### config.mk
export PLATFORM = sky130hd
export DESIGN_NAME = brb_bank
export DESIGN_NICKNAME = d
export VERILOG_FILES = /design/src/rtl/core/brb_bank.sv
export SDC_FILE = /design/constraint.sdc
export NUM_CORES = 1
export LEC_CHECK = 0
export BUFFER_PORTS_ARGS = -buffer_cell sky130_fd_sc_hd__buf_2
export CORE_MARGIN = 2
export CORE_UTILIZATION = 59
export DETAILED_ROUTE_END_ITERATION = 8
export MAX_ROUTING_LAYER = met4
export PLACE_DENSITY = 0.72
export REMOVE_ABC_BUFFERS = 1
export SYNTH_ARGS = -nofsm -noshare
export SYNTH_HDL_FRONTEND = slang
export SYNTH_SLANG_ARGS = --single-unit
### constraint.sdc
create_clock -name clk -period 6.7 [get_ports clk]
set_clock_uncertainty 0.15 [all_clocks]
set_input_delay 2.01 -clock clk [delete_from_list [all_inputs] [get_ports clk]]
set_output_delay 2.01 -clock clk [all_outputs]
set_load 0.02 [all_outputs]
### src/rtl/core/brb_bank.sv
module brb_bank #(
  parameter int ROWS  = 128,
  parameter int ROW_W = 7
) (
  input  logic             clk,
  input  logic             we,
  input  logic [ROW_W-1:0] waddr,
  input  logic [7:0]       wdata,
  input  logic             re,
  input  logic [ROW_W-1:0] raddr,
  output logic [7:0]       rdata
);

  logic [7:0] mem [ROWS];
  logic [7:0] rdata_r;

  always_ff @(posedge clk) begin
    if (we) begin
      mem[waddr] <= wdata;
    end
  end

  // Hold the last read word until the next read.
  always_ff @(posedge clk) begin
    if (re) begin
      rdata_r <= mem[raddr];
    end
  end

  assign rdata = rdata_r;

endmodule

; ---- Word level (Yosys, flattened, before mapping)
; Memories as Yosys holds them, arrays and structs flattened. A register that Yosys moved wholly into a read port is not among the register bits.
; Index checks and enable logic that the tools add are counted.
[op_classes]
mux = 2
[op_table]
columns = operator, count
row1 = $mux W1, 2
[word_totals]
regBits = 0
out_inout_bits = 8
ram_bits = 1024
in_bits = 25
mem_count = 1
[mem_list]
columns = memory, words, word_bits, read_ports, rd_ports_with_merged_regs, write_ports, line_no
row1 = mem, 128, 8, 1, 1, 1, 14  ; logic [7:0] mem [ROWS];

; ---- Logic depth before layout (Yosys ltp)
[depth]
depth_word = 2
ltp_mapped = 7
depth_no_buf = 4

; ---- Worst setup path before layout
; OpenSTA, ideal clock, no wires.
[synth_path]
path_kind = input to register
startpoint = in raddr[0]
endpoint = reg rdata_r[0], in the netlist rdata[0], read port of mem (data pin)
path_slack_ns = 1.897
cell_stages = 6
arrival_ns = 4.394
setup_time_ns = 0.260
path_cell_list = clkbuf_1 > buf_1 > mux4_2 > mux4_2 > mux4_2 > mux2_2
[synth_rtl]
columns = item, line_no
row1 = start: declaration, 10  ; input logic [ROW_W-1:0] raddr,
row2 = end: declaration, 15  ; logic [7:0] rdata_r;

==> results_dict.tcl <==
set metrics [dict create \
    outcome "finished, final reports clean" \
    clkTransAtPathRegs_ps 60 \
    comb_power_share_pct 4.8 \
    final.period_utilization_pct 68.49 \
    drt-total-wl_mm 89.04 \
    coreArea_um2 66920 \
    critPathBufInv 2 \
    synth_cell_types 16 \
    grt_pass1_vias 18420 \
    irDropWorstVdd_v 0.0002368 \
    hp-class "reg2reg" \
    p_int_mw 10.68 \
    switching_share_pct 20.56 \
    vias_per_cell 6.720 \
    drt-pass1-iter-count 6 \
    syn_inst 1635 \
    cp.arrival_ps 4860 \
    crit_path_end_kind "flop" \
    fmax_mhz 217.9 \
    path_cells "buf_8 > buf_4 > mux4_2 > mux4_2 > mux4_2 > mux2_2" \
    rsz0062_at_grt "false" \
    cts_root_buffer "clkbuf_16" \
    drtIter0Drc 2272 \
    cts-resized-gates 0 \
    drtAntennaViolNets 0 \
    start_util_pct 59.39 \
    p_switching_mw 2.763 \
    die_w_um 263.6 \
    cp.required_ps 6970 \
    nets 1759 \
    antenna_found_initial 11 \
    fp.dieH_um 263.6 \
    fin_crit_ps 4589 \
    cts_made_buffers 97 \
    pwr-share-seq_pct 53.2 \
    grt_pass1_wl_mm 130.7 \
    finalPower_mw 13.44 \
    io_buffers 32 \
    setup_tns_ps 0 \
    num-fill-cells 4012 \
    crit_fanout 67 \
    cts_setup_buffers 0 \
    hold_viol 0 \
    ioPinCount 33 \
    slew_violations 0 \
    cts.hold.buffers_added 0 \
    worstSetupPathType "in2reg" \
    critPathMostFrequentCell "mux4_2" \
    htree_levels 3 \
    gr-total-overflow 0 \
    cts_buffer_depth 3 \
    gp_congestion 0.8456 \
    vias 18120 \
    syn_to_final_growth_pct 11.91 \
    cap_violations 0 \
    syn_area_um2 39750 \
    dp_hpwl_mm 52.99 \
    path_delay_family "multiplexers" \
    finalSetupViolCount 0 \
    clk_latency_ps 670 \
    worst_pin_slew_ps 1253 \
    worst_path_largest_cell_delay_ps 580 \
    ys_warn_count 0 \
    slew-limit-headroom_pct 16.25 \
    clock-sinks 1032 \
    dieArea_um2 69460 \
    grt_usage_pct 27.34 \
    yosysSeqAreaShare_pct 77.97 \
    drcViolationCount 0 \
    grt_start_max_net_pins 101 \
    p_clk_share_pct 42.0 \
    row_count 95 \
    cts_tree "built" \
    syn_area_per_cell_um2 24.31 \
    crit_path_start_kind "primary input" \
    synth-seq-cells 1032 \
    p_leak_nw 13.67 \
    routedWlPerCell_um 33.01 \
    cp_slowest_cell "mux4_2" \
    layout-drive-gt1-share_pct 31.99 \
    p_per_area_nw_per_um2 302.2 \
]
-- sequential cells by signal, summed over array words and instances (netlist names) --
| name | cells |
|---|---|
| mem | 1024 |
| rdata | 8 |
-- power groups by stage --
| stage | clock (mW) | combinational (mW) | sequential, mW |
|---|---|---|---|
| floorplan | 0 | 0.274 | 7.29 |
| global placement | 0 | 0.638 | 7.29 |
| detailed placement | 0 | 0.651 | 7.29 |
| CTS | 5.70 | 0.655 | 7.15 |
| global route | 5.94 | 0.682 | 7.15 |
| finish | 5.64 | 0.649 | 7.15 |
-- layer usage --
metal | track usage (%) | up-vias | wire [µm]
li1 | - | 7246 | -
met4 | 8.124 | 0 | 2437
met2 | 41.64 | 1000 | 43940
met5 | - | - | 0
met1 | 38.72 | 9737 | 34150
met3 | 5.060 | 141 | 8507
-- worst min-delay path: stages, from the launching register on --
cell and delay (ps):
edfxtp_1 320, mux4_2 220, mux4_2 210, mux4_2 220
mux2_2 130
-- final timing paths --
kind                                  start  endpoint  slack, ps  cells after the start
worst max register to register  mem[122][3]  rdata[3]       3980                      4
worst max-delay path               raddr[2]  rdata[2]       2110                      6
worst min-delay path             mem[19][0]  rdata[0]       1040                      4
worst min register to register   mem[19][0]  rdata[0]       1040                      4
-- synthesized netlist by cell type --
cell / instances / area share [%]
clkbuf_1: 44 / 0.42
nand3_1: 12 / 0.15
buf_6: 1 / 0.028
buf_1: 18 / 0.17
nor3_1: 9 / 0.11
or3_1: 1 / 0.016
mux2_2: 8 / 0.23
edfxtp_1: 1032 / 78
mux4_2: 336 / 19
nand2_1: 14 / 0.13
nand2b_1: 2 / 0.031
nor2_1: 122 / 1.2
nand4_1: 3 / 0.047
buf_4: 11 / 0.21
buf_2: 15 / 0.19
nor2b_1: 7 / 0.11
-- per-stage QoR --
step | hold WS [ps] | cell area, µm² | worst slack (ps) | std cells | utilization, %
4_1_cts | 1047 | 44460 | 2115 | 2689 | 66.44
3_5_place_dp | 1042 | 41180 | 1405 | 2508 | 61.54
2_1_floorplan | 999.0 | 39340 | 2652 | 1546 | -
5_1_grt | 1089 | 44480 | 2004 | 2697 | 66.47
6_report | 1042 | 44480 | 2111 | 2697 | 66.47
3_3_place_gp | 1048 | 41180 | 1376 | 2508 | 61.54
-- area by class of cell --
class                      instances  area (µm²)  area share (%)
sequential                      1032       30990           69.67
clock buffer                     115        2559           5.753
multi-input combinational        514        8364           18.81
timing repair buffer              89       733.2           1.648
clock inverter                    66       720.7           1.620
antenna                            8       20.02         0.04501
tap                              873        1092           2.456
-- placed cells by master, fill, tap and decap left out --
master	n
buf_2	20
clkbuf_16	100
nand2_1	14
clkinv_16	1
clkinvlp_4	1
mux2_2	8
inv_6	2
nor2b_1	7
edfxtp_1	1032
buf_4	59
or3_1	1
nand2b_1	2
nand3_1	12
mux4_2	336
nor2_1	122
clkinv_1	20
bufinv_16	14
diode_2	8
clkinv_8	2
nor3_2	2
buf_12	8
nand4_1	3
clkinv_4	2
clkinv_2	24
nor3_1	7
buf_8	2
clkbuf_1	15
-- cells by family after synthesis --
family | share of synthesized area, %
simple gates | 1.753
flops | 77.97
buf+inv | 1.011
mux | 19.27
Note: power is estimated with default switching activity, not from simulation.
