File: src/rtl/core/brb_pkg.sv
package brb_pkg;

  localparam int DEPTH_DEF   = 1024;
  localparam int LANES_DEF   = 8;
  localparam int CNT_FIELD_W = 4;

  typedef enum logic [1:0] {
    CMD_ENQ   = 2'd0,
    CMD_DEQ   = 2'd1,
    CMD_PEEK  = 2'd2,
    CMD_CLEAR = 2'd3
  } brb_cmd_t;

  // Outcome of one command against the current pointers.
  typedef struct packed {
    logic ok;     // command carried out
    logic wr_en;  // bytes go into the store
    logic rd_en;  // bytes come out of the store (dequeue or peek)
  } brb_dec_t;

endpackage

File: src/rtl/core/brb_align.sv
module brb_align
  import brb_pkg::*;
#(
  parameter int NB    = 8,
  parameter int SEL_W = 3,
  parameter int LANES = LANES_DEF
) (
  input  logic [NB*8-1:0]        bank_data,
  input  logic [SEL_W-1:0]       rot,
  input  logic [CNT_FIELD_W-1:0] count,
  input  logic                   rd_en,
  output logic [8*LANES-1:0]     read_bytes
);

  // Lane i comes from the bank that holds read_pointer + i; drop lanes past count.
  always_comb begin
    logic [SEL_W-1:0] sel;
    read_bytes = '0;
    for (int i = 0; i < LANES; i++) begin
      sel = SEL_W'((int'(rot) + i) % NB);
      if (rd_en && (i < int'(count))) begin
        read_bytes[8*i +: 8] = bank_data[8*int'(sel) +: 8];
      end
    end
  end

endmodule

File: config.mk
export PLATFORM = sky130hd
export DESIGN_NAME = brb_align
export DESIGN_NICKNAME = d
export VERILOG_FILES = /design/src/rtl/core/brb_pkg.sv /design/src/rtl/core/brb_align.sv
export SDC_FILE = /design/constraint.sdc
export NUM_CORES = 1
export LEC_CHECK = 0
export ABC_CLOCK_PERIOD_IN_PS = 3490
export BUFFER_PORTS_ARGS = -buffer_cell sky130_fd_sc_hd__buf_2
export CAP_MARGIN = 20
export CORE_UTILIZATION = 51
export DETAILED_ROUTE_END_ITERATION = 16
export PLACE_DENSITY = 0.86
export RECOVER_POWER = 100
export SETUP_SLACK_MARGIN = 0.2
export SLEW_MARGIN = 10
export SYNTH_ARGS = -nofsm -noshare
export SYNTH_HDL_FRONTEND = slang
export SYNTH_SLANG_ARGS = --single-unit
export TNS_END_PERCENT = 10
File: constraint.sdc
create_clock -name vclk -period 3.49
set_input_delay 0.698 -clock vclk [all_inputs]
set_output_delay 0.698 -clock vclk [all_outputs]
set_load 0.02 [all_outputs]
# ---- After elaboration in Yosys (flattened, before gate mapping)
# Index checks and enable logic that the tools add are counted.
dict set report totals {
  reg_bits 0
  word_cells 39
  out_inout_bits 64
}
dict set report op_classes {
  reduce_logical 8
  magnitude_cmp 8
  add_sub_neg 7
  mux 8
  shift 8
}
# cell n
set ops {}
lappend ops {{$shiftx 64x7->8} 8}
lappend ops {{$mux 8} 8}
lappend ops {{$lt 3x4->1 const A} 4}
lappend ops {{$add 3x3->3 const B} 4}
lappend ops {{$logic_and 1x1->1} 8}
lappend ops {{$lt 1x4->1 const A} 2}
lappend ops {{$lt 2x4->1 const A} 2}
lappend ops {{$add 3x2->3 const B} 2}
lappend ops {{$add 3x1->3 const B} 1}

# ---- Logic depth before layout (Yosys ltp)
dict set report depth {
  ltp_word 3
  depth_mapped 9
}

# ---- Least setup slack after synthesis
# OpenSTA, ideal clock, no wires.
dict set report synth_path {
  kind {input to output}
  start {input rot[0]}
  end {output read_bytes[59]}
  t_required_ns 2.792
  arrival_time_ns 2.541
  path_slack_ns 0.251
  stages 9
  cell_sequence {buf_6 -> inv_2 -> buf_2 -> ha_1 -> buf_6 -> buf_12 -> mux2i_1 -> mux2_2 -> o22ai_1}
}
dict set report synth_via {
  elab_chain_len 3
}
# element line
set synth_lines {}
lappend synth_lines {{start: declaration} brb_align.sv:9} ;# input logic [SEL_W-1:0] rot,
lappend synth_lines {{$add 3x3->3} brb_align.sv:20} ;# sel = SEL_W'((int'(rot) + i) % NB);
lappend synth_lines {{$shiftx 64x7->8} brb_align.sv:22} ;# read_bytes[8*i +: 8] = bank_data[8*int'(sel) +: 8];
lappend synth_lines {{$mux 8} brb_align.sv:21} ;# if (rd_en && (i < int'(count))) begin
lappend synth_lines {{end: declaration} brb_align.sv:12} ;# output logic [8*LANES-1:0] read_bytes
# Every way passes these cells.

# ---- Worst setup path after layout
dict set report layout_path {
  start {input rot[2]}
  end {output read_bytes[31]}
}
dict set report layout_via {
  elab_chain_len 3
}
# element line
set layout_lines {}
lappend layout_lines {{$add 3x2->3} brb_align.sv:20}
lappend layout_lines {{$shiftx 64x7->8} brb_align.sv:22}
lappend layout_lines {{$mux 8} brb_align.sv:21}
# Every way passes these cells.

==> impl_metrics.py <==
metrics = {
    "run_status": {
        "status": "completed",
    },
    "floorplan": {
        "start_util": 0.539,
        "die_h_um": 79.2,
        "ios": 136,
        "core.rowCount": 27,
        "die_w_um": 79.2,
        "core_mm2": 0.00564,
        "dieArea_mm2": 0.00628,
    },
    "timing": {
        "drv_slew": 0,
        "hold_slack_ns": 2.04,
        "rsz0062_at_grt": "true",
        "finalSetupTns_ns": 0,
        "tightest_slew_ns": 0.980,
        "setup_viol": 0,
        "slew-limit-headroom": 0.344,
        "hold_viol_final": 0,
        "final.setup.worst_slack_ns": 0.159,
        "max_freq_mhz": 300,
        "fin_crit_sh": 0.954,
        "layout_min_cycle_time_ns": 3.33,
    },
    "finish": {
        "final_common_cell": "buf_2",
        "syn2layout_area_growth_pct": 21.3,
        "finish.net_count": 489,
        "drive_gt1_frac": 0.433,
        "layout_common_cells": "buf_2, mux2i_1, mux4_2",
        "final_util": 0.654,
        "nFlopsAndLatches": 0,
        "final_area_mm2": 0.00369,
        "clock_buffers": 0,
        "seq_area_um2": 0,
        "fin_cells": 485,
        "num_antenna_cells": 0,
    },
    "placed_design": {
        "dp_hpwl_um": 8030,
        "io_buffers": 136,
        "place.gp.congestion": 0.893,
        "placed_area_mm2": 0.00373,
        "dp.cells": 485,
        "pre_cts_ws_ns": 0.171,
    },
    "global_routing": {
        "antenna_found_initial": 0,
        "grt_overflow": 0,
        "grt_first_pass_wirelength_um": 16400,
        "grt_pass1_vias": 3253,
        "grt.total_usage": 0.337,
        "grt_max_degree": 26,
    },
    "flow_run": {
        "cap_violations": 0,
    },
    "detailed_routing": {
        "route.vias.total": 3469,
        "first_pass_iters": 6,
        "drtIter0Drc": 388,
        "viasPerCell": 7.15,
        "routed_wl_um": 10800,
        "drt-wirelength-per-cell_um": 22.3,
        "drc": 0,
        "postRouteAntennaNets": 0,
    },
    "worst_hold_path": {
        "min_path_type": "primary input to primary output",
    },
    "clock_tree": {
        "cts_resized": 2,
        "cts_setup_buffers": 0,
        "ctsHoldBuffers": 0,
    },
    "yosys": {
        "netlist_area_mm2": 0.00304,
        "synth_fp_nets": 360,
        "yosysUniqueCellTypes": 35,
        "ys_seq_area_frac": 0,
        "synth.avg_cell_area_um2": 10.6,
        "syn_inst": 286,
        "yosys_warnings": 0,
    },
    "power_and_ir_drop": {
        "p_leak_nw": 1.70,
        "p_per_area_mw_per_mm2": 187,
        "irDropWorstVdd_mv": 0.0933,
        "finalPower_mw": 0.690,
    },
    "worst_setup_path": {
        "startpoint_type": "primary input",
        "setup.worst_path.end_class": "primary output",
        "critical_path_class": "primary input to primary output",
        "arrival_ns": 2.63,
        "path_max_fanout": 13,
        "worstPathRequired_ns": 2.79,
    },
}
-- kinds of logic (layout without fill, tap and decap cells) --
kind of cell	Yosys count	count (layout)	share of synthesized area
compound gates	81	81	0.204
xor+xnor	4	4	0.0115
fa+ha+maj	2	2	0.00822
buf+inv	45	172	0.0962
mux	128	128	0.630
simple gates	26	26	0.0506
-- metal layers --
layer  global-route usage  share of wire
met1                0.449           0.36
met2                0.564           0.48
met3               0.0276           0.11
met4                0.140          0.047
met5                    0              0
-- cells in the mapped netlist, types with 3 or more instances --
library cell / count / area, µm²
a22oi_1: 16 / 120
o22ai_1: 23 / 144
a22o_1: 32 / 280
mux4_1: 4 / 105
and3_1: 8 / 50.1
buf_1: 3 / 11.3
buf_4: 5 / 37.5
buf_12: 3 / 60.1
inv_1: 18 / 67.6
buf_2: 8 / 40.0
mux4_2: 44 / 991
buf_6: 6 / 67.6
nor2_1: 5 / 18.8
mux2_2: 16 / 180
mux2i_1: 64 / 641
nand3_1: 5 / 25.0
-- worst max-delay path, stage by stage --
cell      delay (ns)
clkbuf_1        0.62
xor2_1          0.25
o211ai_1        0.44
o22ai_1         0.35
clkbuf_1        0.27
-- final timing paths --
| path | start | to | cells after the start |
|---|---|---|---|
| min | bank_data[27] | read_bytes[59] | 5 |
| max | rot[2] | read_bytes[31] | 5 |
-- area by class of cell --
| cell class | count | area, µm² |
|---|---|---|
| multi-input cells | 241 | 2760 |
| fillers | 494 | 1950 |
| repair buffers | 153 | 766 |
| well taps | 72 | 90.1 |
| inverters | 19 | 71.3 |
-- power by group --
group          total (mW)  leakage (nW)  internal (mW)  switching [mW]
clock network           0             0              0               0
logic               0.690          1.70          0.302           0.388
registers               0             0              0               0
(Power assumes the default switching activity.)
