<file path="src/rtl/core/brb_pkg.sv">
package brb_pkg;

  localparam int DEPTH_DEF   = 1024;
  localparam int LANES_DEF   = 8;
  localparam int CNT_FIELD_W = 4;

  typedef enum logic [1:0] {
    CMD_ENQ   = 2'd0,
    CMD_DEQ   = 2'd1,
    CMD_PEEK  = 2'd2,
    CMD_CLEAR = 2'd3
  } brb_cmd_t;

  // Outcome of one command against the current pointers.
  typedef struct packed {
    logic ok;     // command carried out
    logic wr_en;  // bytes go into the store
    logic rd_en;  // bytes come out of the store (dequeue or peek)
  } brb_dec_t;

endpackage

</file>
<file path="src/rtl/core/brb_ctrl.sv">
module brb_ctrl
  import brb_pkg::*;
#(
  parameter int DEPTH = DEPTH_DEF,
  parameter int LANES = LANES_DEF,
  localparam int PTR_W = $clog2(DEPTH) + 1,
  localparam int IDX_W = $clog2(DEPTH)
) (
  input  logic                   clk,
  input  logic                   rst_n,
  input  logic                   acc,
  input  brb_cmd_t               cmd,
  input  logic [CNT_FIELD_W-1:0] count,
  output logic [PTR_W-1:0]       rd_ptr,
  output logic [PTR_W-1:0]       wr_ptr,
  output brb_dec_t               dec,
  output logic [PTR_W-1:0]       used_nxt,
  output logic [PTR_W-1:0]       free_nxt,
  output logic [PTR_W-1:0]       cfree_nxt,
  output logic [PTR_W-1:0]       cused_nxt
);

  logic [PTR_W-1:0] rd_ptr_r, rd_ptr_nxt;
  logic [PTR_W-1:0] wr_ptr_r, wr_ptr_nxt;
  logic [PTR_W-1:0] used, free;
  logic [PTR_W-1:0] room_w, room_r;

  always_comb begin
    used       = wr_ptr_r - rd_ptr_r;
    free       = PTR_W'(DEPTH) - used;
    dec        = '0;
    rd_ptr_nxt = rd_ptr_r;
    wr_ptr_nxt = wr_ptr_r;
    priority if (cmd == CMD_CLEAR) begin
      dec.ok     = 1'b1;
      rd_ptr_nxt = '0;
      wr_ptr_nxt = '0;
    end else if (count == '0) begin
      dec.ok = 1'b1;
    end else if (int'(count) > LANES) begin
      dec.ok = 1'b0;
    end else if (cmd == CMD_ENQ) begin
      if (32'(free) >= 32'(count)) begin
        dec.ok     = 1'b1;
        dec.wr_en  = 1'b1;
        wr_ptr_nxt = wr_ptr_r + PTR_W'(count);
      end
    end else begin
      if (32'(used) >= 32'(count)) begin
        dec.ok    = 1'b1;
        dec.rd_en = 1'b1;
        if (cmd == CMD_DEQ) begin
          rd_ptr_nxt = rd_ptr_r + PTR_W'(count);
        end
      end
    end
  end

  // Occupancy after the command, and room up to the wrap point.
  always_comb begin
    used_nxt  = wr_ptr_nxt - rd_ptr_nxt;
    free_nxt  = PTR_W'(DEPTH) - used_nxt;
    room_w    = PTR_W'(DEPTH) - PTR_W'(wr_ptr_nxt[IDX_W-1:0]);
    room_r    = PTR_W'(DEPTH) - PTR_W'(rd_ptr_nxt[IDX_W-1:0]);
    cfree_nxt = (free_nxt < room_w) ? free_nxt : room_w;
    cused_nxt = (used_nxt < room_r) ? used_nxt : room_r;
  end

  always_ff @(posedge clk) begin
    if (!rst_n) begin
      rd_ptr_r <= '0;
      wr_ptr_r <= '0;
    end else if (acc) begin
      rd_ptr_r <= rd_ptr_nxt;
      wr_ptr_r <= wr_ptr_nxt;
    end
  end

  assign rd_ptr = rd_ptr_r;
  assign wr_ptr = wr_ptr_r;

endmodule

</file>
<file path="config.mk">
export PLATFORM = sky130hd
export DESIGN_NAME = brb_ctrl
export DESIGN_NICKNAME = d
export VERILOG_FILES = /design/src/rtl/core/brb_pkg.sv /design/src/rtl/core/brb_ctrl.sv
export SDC_FILE = /design/constraint.sdc
export NUM_CORES = 1
export LEC_CHECK = 0
export ABC_AREA = 0
export BUFFER_PORTS_ARGS = -buffer_cell sky130_fd_sc_hd__buf_2
export CAP_MARGIN = 20
export CORE_MARGIN = 10
export CORE_UTILIZATION = 45
export DETAILED_ROUTE_END_ITERATION = 10
export PLACE_DENSITY_LB_ADDON = 0.05
export SYNTH_ARGS = -nofsm -noshare
export SYNTH_HDL_FRONTEND = slang
export SYNTH_SLANG_ARGS = --single-unit
</file>
<file path="constraint.sdc">
create_clock -name clk -period 11.6 [get_ports clk]
set_input_delay 1.74 -clock clk [delete_from_list [all_inputs] [get_ports clk]]
set_output_delay 1.74 -clock clk [all_outputs]
set_load 0.005 [all_outputs]
</file>
; ---- Word level (Yosys, flattened, before mapping)
; Index checks and enable logic that the tools add are counted.
[word_totals]
ff_bits = 22
wordCells = 43
[op_classes]
add_sub_neg = 8
n_lt_le_gt_ge = 5
eq_ne = 2
mux = 24
n_reduce_logical = 2
[op_table]
columns = operator, count
row1 = $mux 11, 13
row2 = $add 11x4->11, 2
row3 = $ge 11x4->1, 2
row4 = $lt 11x11->1, 2
row5 = $sub 11x10->11 const A, 2
row6 = $sub 11x11->11, 2
row7 = $sub 11x11->11 const A, 2
row8 = $mux 2, 4
row9 = $mux 1, 7
row10 = $gt 4x4->1 const B, 1
row11 = $logic_not 4->1, 1
row12 = $eq 2x1->1 const B, 1
row13 = $eq 2x2->1 const B, 1
row14 = $logic_not 2->1, 1

; ---- Longest topological paths before layout
; Gate-level depths: netlist of the first run.
[logic_depth]
ltp_word = 12
depth_mapped = 34

; ---- Worst setup path after synthesis of the first run
; OpenSTA, ideal clock, no wires.
[synth_timing]
path_kind = input to output
start = in count[0]
end = out cfree_nxt[1]
arrival_ps = 7459
required_ps = 9860
slack_ps = 2401
path_stages = 28
path_cell_list = ha_1 > nand2b_1 > a21oi_1 > nor2b_1 > o21ai_0 > nand4_1 > o21ai_2 > buf_4 > mux2i_1 > or2_2 > inv_1 > ha_1 > inv_1 > fa_1 > a21o_1 > a21oi_1 > xnor2_1 > or3_1 > or2_2 > or4_1 > xnor2_1 > inv_1 > ha_1 > or2_2 > a21oi_1 > a21oi_1 > buf_1 > mux2_2
[synth_via]
elab_chain_cells = 11
[synth_rtl]
columns = element, line_no
row1 = from (decl), brb_ctrl.sv:13  ; input logic [CNT_FIELD_W-1:0] count,
row2 = $add 11x4->11, brb_ctrl.sv:53  ; rd_ptr_nxt = rd_ptr_r + PTR_W'(count);
row3 = $mux 11, brb_ctrl.sv:52  ; if (cmd == CMD_DEQ) begin
row4 = $mux 11, brb_ctrl.sv:49  ; if (32'(used) >= 32'(count)) begin
row5 = $mux 11, brb_ctrl.sv:42  ; end else if (cmd == CMD_ENQ) begin
row6 = $mux 11, brb_ctrl.sv:40  ; end else if (int'(count) > LANES) begin
row7 = $mux 11 (*), brb_ctrl.sv:38  ; end else if (count == '0) begin
row8 = $mux 11 (*), brb_ctrl.sv:34  ; priority if (cmd == CMD_CLEAR) begin
row9 = net rd_ptr_nxt[0], brb_ctrl.sv:23  ; logic [PTR_W-1:0] rd_ptr_r, rd_ptr_nxt;
row10 = $sub 11x11->11 (*), brb_ctrl.sv:61  ; used_nxt = wr_ptr_nxt - rd_ptr_nxt;
row11 = net used_nxt[4], brb_ctrl.sv:17  ; output logic [PTR_W-1:0] used_nxt,
row12 = $sub 11x11->11 (*), brb_ctrl.sv:62  ; free_nxt = PTR_W'(DEPTH) - used_nxt;
row13 = net free_nxt[9], brb_ctrl.sv:18  ; output logic [PTR_W-1:0] free_nxt,
row14 = $lt 11x11->1 (*), brb_ctrl.sv:65  ; cfree_nxt = (free_nxt < room_w) ? free_nxt : room_w;
row15 = $mux 11 (*), brb_ctrl.sv:65
row16 = to (decl), brb_ctrl.sv:19  ; output logic [PTR_W-1:0] cfree_nxt,
; Mark *: on every way through the listed nets, which the timed path passes. The rest lies on a longest branch.

; ---- Final worst setup path of the first run
[layout_timing]
start = reg rd_ptr_r[5] (netlist: rd_ptr[5])
end = out cfree_nxt[1]
[layout_via]
elab_chain_cells = 12
[layout_rtl]
columns = element, line_no
row1 = from (decl), brb_ctrl.sv:23
row2 = from (signal assigned), brb_ctrl.sv:74  ; rd_ptr_r <= rd_ptr_nxt;
row3 = $sub 11x11->11 (*), brb_ctrl.sv:29  ; used = wr_ptr_r - rd_ptr_r;
row4 = $sub 11x11->11 (*), brb_ctrl.sv:30  ; free = PTR_W'(DEPTH) - used;
row5 = $ge 11x4->1 (*), brb_ctrl.sv:43  ; if (32'(free) >= 32'(count)) begin
row6 = $mux 11 (*), brb_ctrl.sv:43
row7 = $mux 11 (*), brb_ctrl.sv:42
row8 = $mux 11 (*), brb_ctrl.sv:40
row9 = $mux 11 (*), brb_ctrl.sv:38
row10 = $mux 11 (*), brb_ctrl.sv:34
row11 = net wr_ptr_nxt[1], brb_ctrl.sv:24  ; logic [PTR_W-1:0] wr_ptr_r, wr_ptr_nxt;
row12 = $sub 11x11->11, brb_ctrl.sv:61
row13 = $sub 11x11->11, brb_ctrl.sv:62
row14 = $lt 11x11->1, brb_ctrl.sv:65
row15 = $mux 11 (*), brb_ctrl.sv:65
; Marked as above.

==> key figures, run 1 <==
Outcome
  • Status: completed

Setup path
  • Crit-path max FO: 10
  • Max incr delay on CP: 0.78 ns
  • Crit path capture type: output port
  • Worst setup path class: flop to output port
  • CP required: 9.86 ns
  • Worst Path Arrival: 8.55 ns
  • Slowest CP cell: a222oi_1
  • Startpoint Class: flop

Placed design
  • Buffers on Ports: 77
  • Post-Place Cells: 760
  • GPL Wtd Cong: 0.890
  • Place WS: 1.46 ns
  • Detailed Place HPWL: 10.6 mm

Clocking
  • CTS tree: built
  • CTS H-tree lvls: 1
  • Post-CTS sizing: 0
  • CTS Buf Count: 3
  • Latest clock arrival within the worst-skew pair: 0.26 ns
  • Setup Fix Bufs, Post-CTS: 0
  • Hold buffers post-CTS: 0
  • Clock buffer depth: 2
  • Clock root buffer: clkbuf_8
  • Clk slew on worst S/H paths: 0.08 ns
  • Clock sinks: 22

Pwr
  • Sequential Power Share: 12.8%
  • Switching power: 285 uW
  • Peak supply drop: 0.0000682 V
  • Power per Cell Area: 125 nW/um^2
  • Clock share of power: 9.2%
  • Internal cell power: 323 uW
  • Combinational share of power: 78.0%
  • Switching Fraction: 46.8%
  • P_leak: 0.00244 uW

Floorplanning
  • Die footprint: 13900 um^2
  • Initial Util: 46.5%
  • Io pins: 78
  • Die Wd: 118 um
  • Core Box Area: 9280 um^2
  • Die extent in y: 118 um
  • Row count: 35

Timing
  • Fmax: 97.2 MHz
  • Final Max Slew Viols: 0
  • RSZ-0062 raised after global routing: false
  • Setup Viol. Count Final: 0
  • Clock skew: 0.00420 ns
  • Worst setup margin: 1.31 ns
  • Final Hold Viols: 0
  • Fin Setup TNS: 0 ns
  • Hold slack: 0.607 ns
  • Crit path time final: 10.29 ns
  • Tightest Pin Transition: 0.872 ns
  • Slew HR: 41.9%
  • Fin crit share: 88.7%

Synthesis
  • Synth Warn #: 0
  • Ys async rst share: 0%
  • FF+latch count, synth: 22
  • Post-synth EDFFs: 0
  • Distinct cell type count after synthesis: 68
  • Avg Cell Area, Syn: 7.60 um^2
  • Netlist Area Pre-Place: 4320 um^2
  • Register area share after synthesis: 10.2%
  • Ys flop type: dfxtp_1
  • Cell count after synthesis: 568
  • Syn_nets: 641

Route
  • WL/cell: 16.3 um
  • WL final: 12.5 mm
  • Vias: 4239
  • DR iter-0 viols: 173
  • # DRC: 0
  • First drt pass iteration count: 5
  • ANT nets after route: 0
  • Vias per inst: 5.55

Cells and area
  • Fraction of layout cells with a size suffix above 1: 16.9%
  • Area Growth Syn to Fin: 12.5%
  • Area occupied by multi-input gates: 3610 um^2
  • Most frequent cells in the layout: buf_2, ha_1, inv_1, mux2i_1
  • Commonest non-fill, non-tap cell in the layout: buf_2
  • Post-layout net count: 709
  • FF/Latch Area: 440 um^2
  • N_diodes: 0
  • Final std cells w/o fill: 764
  • Fill count: 946

Worst hold path
  • Min-Delay Path Class: flop to flop

Global route
  • Largest net degree at the start of global routing: 26
  • Gr usage total: 17.5%
  • Antenna violations before repair: 0
  • First-pass GRT wire length: 20.9 mm
  • GRT overflow: 0
  • Number of global-route vias before repair: 4212

Flow run
  • Max-cap violations: 0
## final cells by class
type / count / area share, %
Inverter: 51 / 3.94
Clock buffer: 4 / 1.13
Sequential cell: 22 / 9.07
Multi-Input combinational cell: 480 / 74.4
Timing Repair Buffer: 78 / 8.09
Tap cell: 129 / 3.32
## registers in the layout, indices dropped and copies added, names as in the netlist
signal  cells
wr_ptr     11
rd_ptr     11
## power groups by stage
stage               Sequential, uW  Clock (uW)  Combinational (uW)
CTS                           77.5        57.5                 484
global route                  77.7        61.3                 544
floorplan                     78.9           0                 326
finish                        77.5        56.1                 474
global placement              79.3           0                 474
detailed placement            79.3           0                 482
## cell usage after synthesis (all sizes together) (9+ instances only)
master / number / area share (%)
nor3: 15 / 1.7
nor2b: 25 / 3.6
nand2b: 10 / 1.4
nand3: 11 / 1.3
xnor2: 23 / 5.0
mux2i: 39 / 9.0
nand2: 34 / 3.0
inv: 51 / 4.4
xor2: 21 / 4.3
nor2: 39 / 3.8
and2: 14 / 2.0
a21o: 18 / 3.1
ha: 60 / 17
o21a: 9 / 1.6
or2: 9 / 1.3
dfxtp: 22 / 10
a21oi: 25 / 3.0
o21ai: 41 / 4.9
## worst max-delay path, delay by kind of cell (launching register included)
family	cells	cell delay (ns)
compound gates	10	2.51
xor+xnor	2	0.45
fa+ha+maj	3	0.98
buf+inv	4	0.57
flops	1	0.46
mux	1	0.27
simple gates	10	3.05
## kinds of logic (layout without fill, tap and decap cells)
kind of cell | after synthesis | count (layout) | synth area share, %
xor+xnor | 44 | 44 | 9.27
mux | 43 | 43 | 10.1
compound gates | 134 | 134 | 20.8
simple gates | 195 | 195 | 24.3
buf+inv | 66 | 133 | 6.08
fa+ha+maj | 64 | 64 | 19.2
flops | 22 | 22 | 10.2
## metrics by stage
stage          area, um^2  total power, uW  util (%)
2_1_floorplan        4320              404         -
3_3_place_gp         4800              553      51.7
3_5_place_dp         4800              562      51.7
4_1_cts              4860              619      52.3
5_1_grt              4860              683      52.3
6_report             4860              608      52.3
## routing by layer
layer / part of all wire (%) / vias to the layer above / GRT usage, % / routed length (um)
met3: 4.2 / 22 / 2.16 / 523
met1: 47 / 1933 / 22.2 / 5880
li1: - / 2178 / - / -
met5: 0 / - / 0 / 0
met2: 46 / 106 / 29.9 / 5790
met4: 2.3 / 0 / 4.95 / 286
## path summary, 6_finish.rpt
path | to | cells past startpoint | start | slack, ns
hold reg to reg | rd_ptr[10] | 2 | rd_ptr[10] | 0.61
hold / removal | rd_ptr[10] | 2 | rd_ptr[10] | 0.61
setup / recovery | cfree_nxt[1] | 30 | rd_ptr[5] | 1.31
setup reg to reg | wr_ptr[2] | 13 | rd_ptr[5] | 7.14
Note: power is estimated with default switching activity, not from simulation.
==> run 2: changes to the inputs <==
--- a/config.mk
+++ b/config.mk
@@ -9,6 +9,9 @@
 export BUFFER_PORTS_ARGS = -buffer_cell sky130_fd_sc_hd__buf_2
 export CAP_MARGIN = 20
+export CELL_PAD_IN_SITES_DETAIL_PLACEMENT = 0
+export CELL_PAD_IN_SITES_GLOBAL_PLACEMENT = 1
 export CORE_MARGIN = 10
-export CORE_UTILIZATION = 45
+export CORE_UTILIZATION = 42
+export CTS_BUF_LIST = sky130_fd_sc_hd__clkbuf_16
 export DETAILED_ROUTE_END_ITERATION = 10
 export PLACE_DENSITY_LB_ADDON = 0.05
==> constraint.sdc (replaced) <==
create_clock -name clk -period 11.6 [get_ports clk]
set_input_delay 1.74 -clock clk [delete_from_list [all_inputs] [get_ports clk]]
set_output_delay 1.74 -clock clk [all_outputs]
set_load 0.05 [all_outputs]
==> run 2 against run 1 <==
Compared with the run above: count of clock-buffer cells in the layout fell by 1; first-iteration DRC count up 30%; sequential power about the same; worst setup slack got worse by 0.027 ns; sequential cell count unchanged; largest cell class unchanged; largest power group unchanged.
==> key figures, run 2 (same netlist as run 1, synthesis figures left out) <==
Outcome
  • Status: completed (unchanged)

Placed design
  • Buffers on Ports: 77 (unchanged)
  • Detailed Place HPWL: 10.9 mm (was 10.6 mm)
  • GPL Wtd Cong: 0.847 (was 0.890)
  • Post-Place Cells: 764 (was 760)
  • Place WS: 1.40 ns (was 1.46 ns)

Floorplanning
  • Core Box Area: 9910 um^2 (was 9280 um^2)
  • Die extent in y: 121 um (was 118 um)
  • Row count: 36 (was 35)
  • Die footprint: 14700 um^2 (was 13900 um^2)
  • Io pins: 78 (unchanged)
  • Die Wd: 121 um (was 118 um)
  • Initial Util: 43.6% (was 46.5%)

Cells and area
  • Area Growth Syn to Fin: 13.1% (was 12.5%)
  • Post-layout net count: 709 (unchanged)
  • Most frequent cells in the layout: buf_2, ha_1, inv_1, mux2i_1 (unchanged)
  • N_diodes: 0 (unchanged)
  • Final std cells w/o fill: 768 (was 764)
  • Fraction of layout cells with a size suffix above 1: 16.7% (was 16.9%)
  • Commonest non-fill, non-tap cell in the layout: buf_2 (unchanged)
  • Fill count: 1044 (was 946)

Timing
  • Crit path time final: 10.32 ns (was 10.29 ns)
  • Fin Setup TNS: 0 ns (unchanged)
  • Final Max Slew Viols: 0 (unchanged)
  • Tightest Pin Transition: 0.870 ns (was 0.872 ns)
  • Clock skew: 0.00305 ns (was 0.00420 ns)
  • Fmax: 96.9 MHz (was 97.2 MHz)
  • Hold slack: 0.610 ns (was 0.607 ns)
  • Worst setup margin: 1.28 ns (was 1.31 ns)
  • RSZ-0062 raised after global routing: false (unchanged)
  • Final Hold Viols: 0 (unchanged)
  • Fin crit share: 88.9% (was 88.7%)
  • Setup Viol. Count Final: 0 (unchanged)
  • Slew HR: 42.0% (was 41.9%)

Clocking
  • Hold buffers post-CTS: 0 (unchanged)
  • Clock sinks: 22 (unchanged)
  • Latest clock arrival within the worst-skew pair: 0.26 ns (about the same)
  • Clk slew on worst S/H paths: 0.06 ns (was 0.08 ns)
  • Clock root buffer: clkbuf_16 (was clkbuf_8)
  • Setup Fix Bufs, Post-CTS: 0 (unchanged)
  • CTS H-tree lvls: 1 (unchanged)
  • Post-CTS sizing: 0 (unchanged)
  • Clock buffer depth: 2 (unchanged)
  • CTS Buf Count: 3 (unchanged)
  • CTS tree: built (unchanged)

Worst hold path
  • Min-Delay Path Class: flop to flop (unchanged)

Setup path
  • Slowest CP cell: a222oi_1 (unchanged)
  • Startpoint Class: flop (unchanged)
  • Max incr delay on CP: 0.81 ns (was 0.78 ns)
  • Worst Path Arrival: 8.58 ns (was 8.55 ns)
  • Worst setup path class: flop to output port (unchanged)
  • Crit-path max FO: 10 (unchanged)
  • Crit path capture type: output port (unchanged)
  • CP required: 9.86 ns (about the same)
  • Top cell by count, worst path: o21ai_0

Route
  • Vias: 4162 (was 4239)
  • DR iter-0 viols: 225 (was 173)
  • WL/cell: 16.7 um (was 16.3 um)
  • ANT nets after route: 0 (unchanged)
  • Vias per inst: 5.42 (was 5.55)
  • # DRC: 0 (unchanged)
  • First drt pass iteration count: 5 (unchanged)
  • WL final: 12.8 mm (was 12.5 mm)

Global route
  • Antenna violations before repair: 0 (unchanged)
  • First-pass GRT wire length: 21.2 mm (was 20.9 mm)
  • GRT overflow: 0 (unchanged)
  • Number of global-route vias before repair: 4232 (was 4212)
  • Largest net degree at the start of global routing: 26 (unchanged)
  • Gr usage total: 17.3% (was 17.5%)

Pwr
  • Power per Cell Area: 191 nW/um^2 (was 125 nW/um^2)
  • P_leak: 0.00245 uW (was 0.00244 uW)
  • Peak supply drop: 0.000171 V (was 0.0000682 V)

Flow run
  • Max-cap violations: 0 (unchanged)
run 2: final cells by class:
type / count / area [um^2] / area share, %
timing repair buffer: 78 / 393 / 8.04
multi-input combinational: 480 / 3610 / 74.0
clock buffer: 3 / 75.1 / 1.54
clock inverter: 1 / 3.75 / 0.0768
tap: 133 / 166 / 3.41
inverter: 51 / 191 / 3.92
sequential: 22 / 440 / 9.02
run 2: routing by layer:
layer  track usage, %  routed length (um)
met2             30.8                6150
met3             2.42                 670
met5                0                   0
met4             3.65                  97
met1             21.4                5870
run 2: power by group:
group	internal (uW)	switching (uW)	total, uW
Combinational	219	560	779
Sequential	76.2	1.37	77.6
Clock	46.0	28.4	74.4
Total	342	590	931
run 2: path summary, 6_finish.rpt:
kind | startpoint | to | slack [ns] | depth (start not counted)
worst min-delay path | rd_ptr[0] | rd_ptr[0] | 0.61 | 2
worst min register to register | rd_ptr[0] | rd_ptr[0] | 0.61 | 2
worst max-delay path | rd_ptr[4] | cfree_nxt[1] | 1.28 | 30
worst max register to register | rd_ptr[4] | wr_ptr[9] | 7.13 | 14
run 2: stage by stage:
step | total power [uW] | util, % | area (um^2)
after floorplan | 707 | - | 4320
after global placement | 859 | 48.5 | 4810
after detailed placement | 867 | 48.5 | 4810
after CTS | 942 | 49.3 | 4880
after global routing | 1010 | 49.3 | 4880
final | 931 | 49.3 | 4880
run 2: worst max-delay path: cells and delay by family (launching register included):
family	cells	cell delay, ns
compound gates	10	2.74
buf+inv	4	0.66
simple gates	10	2.72
xor+xnor	2	0.46
flops	1	0.46
mux	1	0.28
fa+ha+maj	3	1.00
